### src/design/bsrp_pkg.sv
`timescale 1ns / 1ps
// Package for the bit stream run and pair statistics block.
// Holds sizing constants, the item function codes, shared types and helper functions.
package bsrp_pkg;

  localparam int RUN_LIMIT   = 128;
  localparam int COUNT_WIDTH = 32;
  localparam int OUT_WIDTH   = 32;
  localparam int BYTE_W      = 8;
  localparam int FUNC_W      = 2;
  localparam int LEN_W       = 7;
  localparam int RUN_W       = $clog2(RUN_LIMIT + 1);
  localparam int HIST_AW     = $clog2(RUN_LIMIT);
  localparam int BIT_IDX_W   = $clog2(BYTE_W);

  typedef enum logic [FUNC_W-1:0] {
    FUNC_DATA  = 2'd0,
    FUNC_FLUSH = 2'd1,
    FUNC_READ  = 2'd2,
    FUNC_NOP   = 2'd3
  } func_t;

  typedef enum logic [1:0] {
    ENG_IDLE,
    ENG_DATA,
    ENG_ONE
  } eng_state_t;

  typedef logic [COUNT_WIDTH-1:0] cnt_t;
  typedef logic [RUN_W-1:0]       run_t;
  typedef logic [HIST_AW-1:0]     hist_addr_t;
  typedef logic [OUT_WIDTH-1:0]   out_word_t;

  // Request from the bit engine to one histogram.
  typedef struct packed {
    logic       rmw;
    logic       rd;
    hist_addr_t addr;
  } hist_req_t;

  typedef struct packed {
    out_word_t byte_count;
    out_word_t ones_count;
    out_word_t zeros_count;
    out_word_t pair_00;
    out_word_t pair_01;
    out_word_t pair_10;
    out_word_t pair_11;
    out_word_t ones_run_bin;
    out_word_t zeros_run_bin;
    logic      ones_run_overflow;
    logic      zeros_run_overflow;
  } out_item_t;

  function automatic cnt_t sat_inc(input cnt_t c);
    return (c == '1) ? c : c + cnt_t'(1);
  endfunction

  function automatic run_t grow_run(input run_t r);
    return (int'(r) < RUN_LIMIT) ? r + run_t'(1) : r;
  endfunction

endpackage

### src/design/bsrp_ram.sv
`timescale 1ns / 1ps
// Generic simple dual-port RAM: one write port, one read port with registered data.
// No dependencies.
module bsrp_ram #(
  parameter int WIDTH = 32,
  parameter int DEPTH = 128,
  localparam int AW = $clog2(DEPTH)
) (
  input  logic             clk,
  input  logic             we,
  input  logic [AW-1:0]    waddr,
  input  logic [WIDTH-1:0] wdata,
  input  logic             re,
  input  logic [AW-1:0]    raddr,
  output logic [WIDTH-1:0] rdata
);

  logic [WIDTH-1:0] mem_r [DEPTH];
  logic [WIDTH-1:0] rdata_r;

  // A read of the entry being written returns the old contents.
  always_ff @(posedge clk) begin
    if (we) begin
      mem_r[waddr] <= wdata;
    end
    if (re) begin
      rdata_r <= mem_r[raddr];
    end
  end

  assign rdata = rdata_r;

endmodule

### src/design/bsrp_hist.sv
`timescale 1ns / 1ps
// One run-length histogram: RAM, per-entry valid bits and the saturating
// read-modify-write path with write forwarding. Depends on bsrp_pkg and bsrp_ram.
module bsrp_hist (
  input  logic                clk,
  input  logic                rst_n,
  input  bsrp_pkg::hist_req_t req,
  output bsrp_pkg::cnt_t      bin
);

  logic [bsrp_pkg::RUN_LIMIT-1:0] valid_r;
  logic                           rmw_r;
  bsrp_pkg::hist_addr_t           addr_r;
  logic                           vld_q_r;
  logic                           fwd_r;
  logic                           fwd_nxt;
  bsrp_pkg::cnt_t                 fwd_data_r;
  bsrp_pkg::cnt_t                 rd_data;
  bsrp_pkg::cnt_t                 cur_val;
  bsrp_pkg::cnt_t                 wr_data;
  logic                           rd_en;

  assign rd_en = req.rmw | req.rd;

  bsrp_ram #(
    .WIDTH(bsrp_pkg::COUNT_WIDTH),
    .DEPTH(bsrp_pkg::RUN_LIMIT)
  ) u_ram (
    .clk  (clk),
    .we   (rmw_r),
    .waddr(addr_r),
    .wdata(wr_data),
    .re   (rd_en),
    .raddr(req.addr),
    .rdata(rd_data)
  );

  // An entry never written reads as zero. A read issued in the same cycle as a
  // write to the same entry takes the written value instead of the stale one.
  assign cur_val = fwd_r ? fwd_data_r : (vld_q_r ? rd_data : '0);
  assign wr_data = bsrp_pkg::sat_inc(cur_val);
  assign fwd_nxt = rmw_r && rd_en && (addr_r == req.addr);
  assign bin     = cur_val;

  always_ff @(posedge clk) begin
    if (!rst_n) begin
      valid_r <= '0;
      rmw_r   <= 1'b0;
      fwd_r   <= 1'b0;
    end else begin
      if (rmw_r) begin
        valid_r[addr_r] <= 1'b1;
      end
      rmw_r <= req.rmw;
      fwd_r <= fwd_nxt;
    end
  end

  always_ff @(posedge clk) begin
    addr_r     <= req.addr;
    vld_q_r    <= valid_r[req.addr];
    fwd_data_r <= wr_data;
  end

endmodule

### config.mk
export PLATFORM = sky130hd
export DESIGN_NAME = bsrp_hist
export DESIGN_NICKNAME = d
export VERILOG_FILES = /design/src/design/bsrp_pkg.sv /design/src/design/bsrp_ram.sv /design/src/design/bsrp_hist.sv
export SDC_FILE = /design/constraint.sdc
export NUM_CORES = 2
export LEC_CHECK = 0
export ABC_CLOCK_PERIOD_IN_PS = 19500
export BUFFER_PORTS_ARGS = -buffer_cell sky130_fd_sc_hd__buf_2
export CORE_UTILIZATION = 40
export CTS_CLUSTER_SIZE = 40
export DETAILED_ROUTE_END_ITERATION = 7
export SLEW_MARGIN = 20
export SYNTH_ARGS = -nofsm -noshare
export SYNTH_HDL_FRONTEND = slang
export SYNTH_HIERARCHICAL = 1
export SYNTH_SLANG_ARGS = --single-unit
### constraint.sdc
create_clock -name clk -period 19.5 [get_ports clk]
set_input_delay 3.9 -clock clk [delete_from_list [all_inputs] [get_ports clk]]
set_output_delay 3.9 -clock clk [all_outputs]
set_load 0.005 [all_outputs]
; Word-level counts from Yosys, hierarchy flattened
; Memory sizes are Yosys's and may differ from the RTL's. A register that Yosys moved wholly into a read port is not among the register bits.
; Index checks and enable logic that the tools add are counted.
[totals]
reg_bits = 170
latchBits = 0
ramBits = 4096
romBits = 0
input_bits = 11
word_cells = 27
memories = 1
[mem_list]
columns = memory, depth, word_bits, read_ports, rd_ports_with_merged_regs, write_ports, line_no
row1 = u_ram.mem_r, 128, 32, 1, 1, 1, bsrp_ram.sv:18  ; logic [WIDTH-1:0] mem_r [DEPTH];
[classes]
add_sub_neg = 1
n_mul = 0
div_mod_pow = 0
n_lt_le_gt_ge = 3
n_eq_ne = 2
shifts = 0
muxes = 9
bitwise_logic = 2
reduce_logical = 3
[ops]
columns = cell, n
row1 = 128-bit bitwise OR, 1
row2 = 32-bit 2-to-1 mux, 3
row3 = 32-bit by 1-bit adder with 32-bit output (second input constant), 1
row4 = 32-bit == test (second input constant), 1
row5 = 7-bit by 8-bit < comparator with 1-bit output (second input constant), 2
row6 = 1-bit binary-select mux with 7-bit select, 1
row7 = 1-bit demux with 7-bit select, 1
row8 = 7-bit == test, 1
row9 = 7-bit by 1-bit greater-or-equal comparator with 1-bit output (second input constant), 1
row10 = 1-bit 2-to-1 mux, 4
row11 = 1-bit logical AND, 3
row12 = 1-bit bitwise OR, 1

; Logic depth before layout (Yosys ltp)
[logic_depth]
ltp_word = 5
ltp_mapped = 9
ltp_nobuf = 6

; Cells and area by module
; Netlist, hierarchy kept.
[by_module_without_submodules]
columns = mod, instances, cells_each, area_per_inst_um2, seq_area_each_um2
row1 = bsrp_ram, 1, 5990, 156596.4, 123958.9
row2 = bsrp_hist, 1, 819, 7638.6, 3403.3

; Least setup slack after synthesis
; OpenSTA, ideal clock, no wires.
[synth_path]
path_type = input -> register
start = input port req[0] (netlist name)
end = register u_ram.rdata_r[0] (netlist: u_ram/rdata[0]), read port of u_ram.mem_r, data pin
arrival_time_ps = 6451
slack_ps = 12789
path_stages = 7
cell_sequence = buf_2 buf_2 buf_1 mux4_2 mux4_2 mux4_2 mux2_2
[synth_lines]
columns = element, line_no
row1 = "start, declared", bsrp_hist.sv:7  ; input bsrp_pkg::hist_req_t req,
row2 = "end, declared", bsrp_ram.sv:19  ; logic [WIDTH-1:0] rdata_r;

==> run metrics <==
Slew Limit Headroom a little under a fifth; Die W 643 µm; Design Power between 15 and 20 mW; H-tree levels 5; startpoint types input pin; Pre-antenna DRT Iters 8; Routed Antenna Nets 0; peak supply drop 0.0856 mV; Row Count approximately 230; sequential share of power around 53%; fin cells 13000; layout net count just over 7000; most frequent cell after synthesis edfxtp_1; unrepaired setup endpoints after global routing no; # IOs 43; setup TNS 0 ns; crit end category flip-flop; Finished Cell Area around 190000 µm²; CTS resizes 0; CTS clk-pin slew, worst paths approximately 0.06 ns; dominant cells by area after synthesis edfxtp_1 (75%), mux4_2 (19%), dfxtp_1 (2.1%); Mapped Nets 6820; Commonest cells post-synth edfxtp_1 (4128), mux4_2 (1377), clkbuf_1 (229); Final min period between 8 and 9 ns; Synth Area in Compound Gates 0.779%; Psw 4.27 mW; global-route wire length before repair a little over 600000 µm; Final Wtd Congestion between 0.8 and 0.9; fmax approximately 120 MHz; Net Sw Frac 21.9%; worst-skew pair later-pin latency 1.00 ns; max-slew violation count 0; number of setup buffers added after CTS 0; Hold Crit Class flip-flop to flip-flop; Avg Vias per Cell 6.02; Area growth, synth to finish 13.8%; hold path start valid_r[62]; Pwr Density around 100 nW/µm²; Leakage Power 57.7 nW; Post-synth EDFFs between 4000 and 5000; via count between 70000 and 80000; outcome complete, no violations; die area roughly 410000 µm²; total wire length ~450000 µm; clock sink count between 4000 and 5000; RR Startpoint fwd_r; Final WS setup about 11 ns; post-synth top area cell edfxtp_1; combinational power share 5.8%; hold_ws around 0.46 ns; asr flop ratio synth 0%; Final period util between 40% and 50%; endpoints failing setup 0; vias in the first global route 77900; initial DRC count approximately 10000; CP Class input pin to flip-flop; number of max-cap violations 0; post-synth cell types between 40 and 50; largest family of logic cells by synthesized area multiplexers; simple-gate share of the synthesized area 1.46%; Clock Tree Buf Depth 4; Hold Crit Depth 1; Die Ht roughly 640 µm; largest net degree at the start of global routing 133; reg2reg end u_ram/mem_r[5][6]; Final Hold Fails 0; Placed Cells ~12000; Main synth FF type edfxtp_1; placed instance area between 150000 and 200000 µm²; DRC 0; Core ar. between 400000 and 500000 µm²; post-synthesis adder-cell area fraction 0%; crit path max fanout 132; path depth of the worst reg2reg path 8; initial antenna violation count 39; root buf cell clkbuf_16; Mapped Cells 6809; worst-margin pin slew between 1 and 1.5 ns; Num CTS Buffers ~420; Place WS around 10 ns; post-synthesis mux area share 19.1%; fin util between 40 and 50%; Post-Synth XOR/XNOR Area less than 1%; Critical Path AT 9.01 ns; grt total ovfl 0; GR Util All Layers 21.5%; initial core utilization 40.3%; cts hold-fix bufs 0; FF+latch count, synth about 4300; Clock Power Share between 40% and 50%; worst path required time approximately 20 ns; share of post-route cells with drive strength above 1 around a third; final setup skew ~0.07 ns; post-synth top area share 75.5%; Syn Area/Cell between 20 and 25 µm²; CTS tree yes; hpwl dp 238000 µm; PortBufs between 40 and 50; register area share after synthesis about 78%; R2R Setup Slk approximately 14 ns; DR WL/cell about 35 µm; Pint roughly 15 mW; yosys warns 6; Mapped Area ~160000 µm²; Endpoint, Worst Hold valid_r[62]
[how the worst max path moves through the flow]
stage | start | to | slack [ns] | depth (start not counted)
final | req[2] | u_ram/rdata[13] | 11.21 | 8
after detailed placement | req[0] | u_ram/rdata[6] | 10.08 | 8
after CTS | req[0] | u_ram/rdata[6] | 11.13 | 8
after global routing | req[0] | u_ram/rdata[7] | 10.85 | 8
after floorplan | req[0] | u_ram/rdata[0] | 12.79 | 7
after global placement | req[0] | u_ram/rdata[10] | 10.08 | 8
[cell type report]
cell class / instances / area [µm²]
inverter: 5 / 18.8
multi-input combinational: 2128 / 36700
antenna: 22 / 55.1
sequential: 4298 / 127000
fill: 33200 / 221000
timing repair buffer: 306 / 2420
clock inverter: 274 / 2800
tap: 5428 / 6790
clock buffer: 492 / 10800
[flip-flops by register name (all words and copies together) (netlist names)]
signal	flops
rmw_r	1
fwd_data_r	32
u_ram/rdata	32
vld_q_r	1
addr_r	7
u_ram/mem_r	4096
fwd_r	1
valid_r	128
[metal layers]
| metal | track usage (%) | share of wire, % | wire length [µm] | vias to the layer above |
|---|---|---|---|---|
| li1 | - | - | - | 30100 |
| met1 | 30.4 | 40 | 180000 | 43400 |
| met2 | 34.2 | 47 | 213000 | 3936 |
| met3 | 4.25 | 9.6 | 43200 | 646 |
| met4 | 5.84 | 3.0 | 13400 | 6 |
| met5 | 0.289 | 0.0076 | 34 | - |
[layout by cell type (no fill, tap or decap), types with 53 or more instances in the layout]
cell type,instances
edfxtp_1,4128
clkbuf_1,69
nor2b_1,104
mux4_2,1377
dfxtp_1,169
clkinv_2,77
clkbuf_16,422
clkinv_1,104
buf_4,253
nand2_1,68
a21oi_1,96
nor2_1,53
nor2_4,125
[logic make-up (layout without fill, tap and decap cells)]
logic type,after synthesis,after routing
mux,1416,1416
flops,4298,4298
compound gates,206,206
buf+inv,383,1077
xor+xnor,20,20
simple gates,486,486
other cells,0,22
[power groups by stage]
stage               clock [mW]  sequential [mW]  combinational, mW
global placement             0             10.5               1.10
CTS                       8.19             10.3               1.13
floorplan                    0             10.5              0.629
global route              8.52             10.3               1.18
finish                    8.07             10.3               1.13
detailed placement           0             10.5               1.13
[worst max-delay path, stage by stage]
cell,delay (ns)
buf_8,0.59
buf_4,0.66
buf_12,0.47
buf_12,0.66
mux4_2,0.42
mux4_2,0.60
mux4_2,0.65
mux2_2,0.32
No activity file was read; power rests on OpenSTA's default activity.
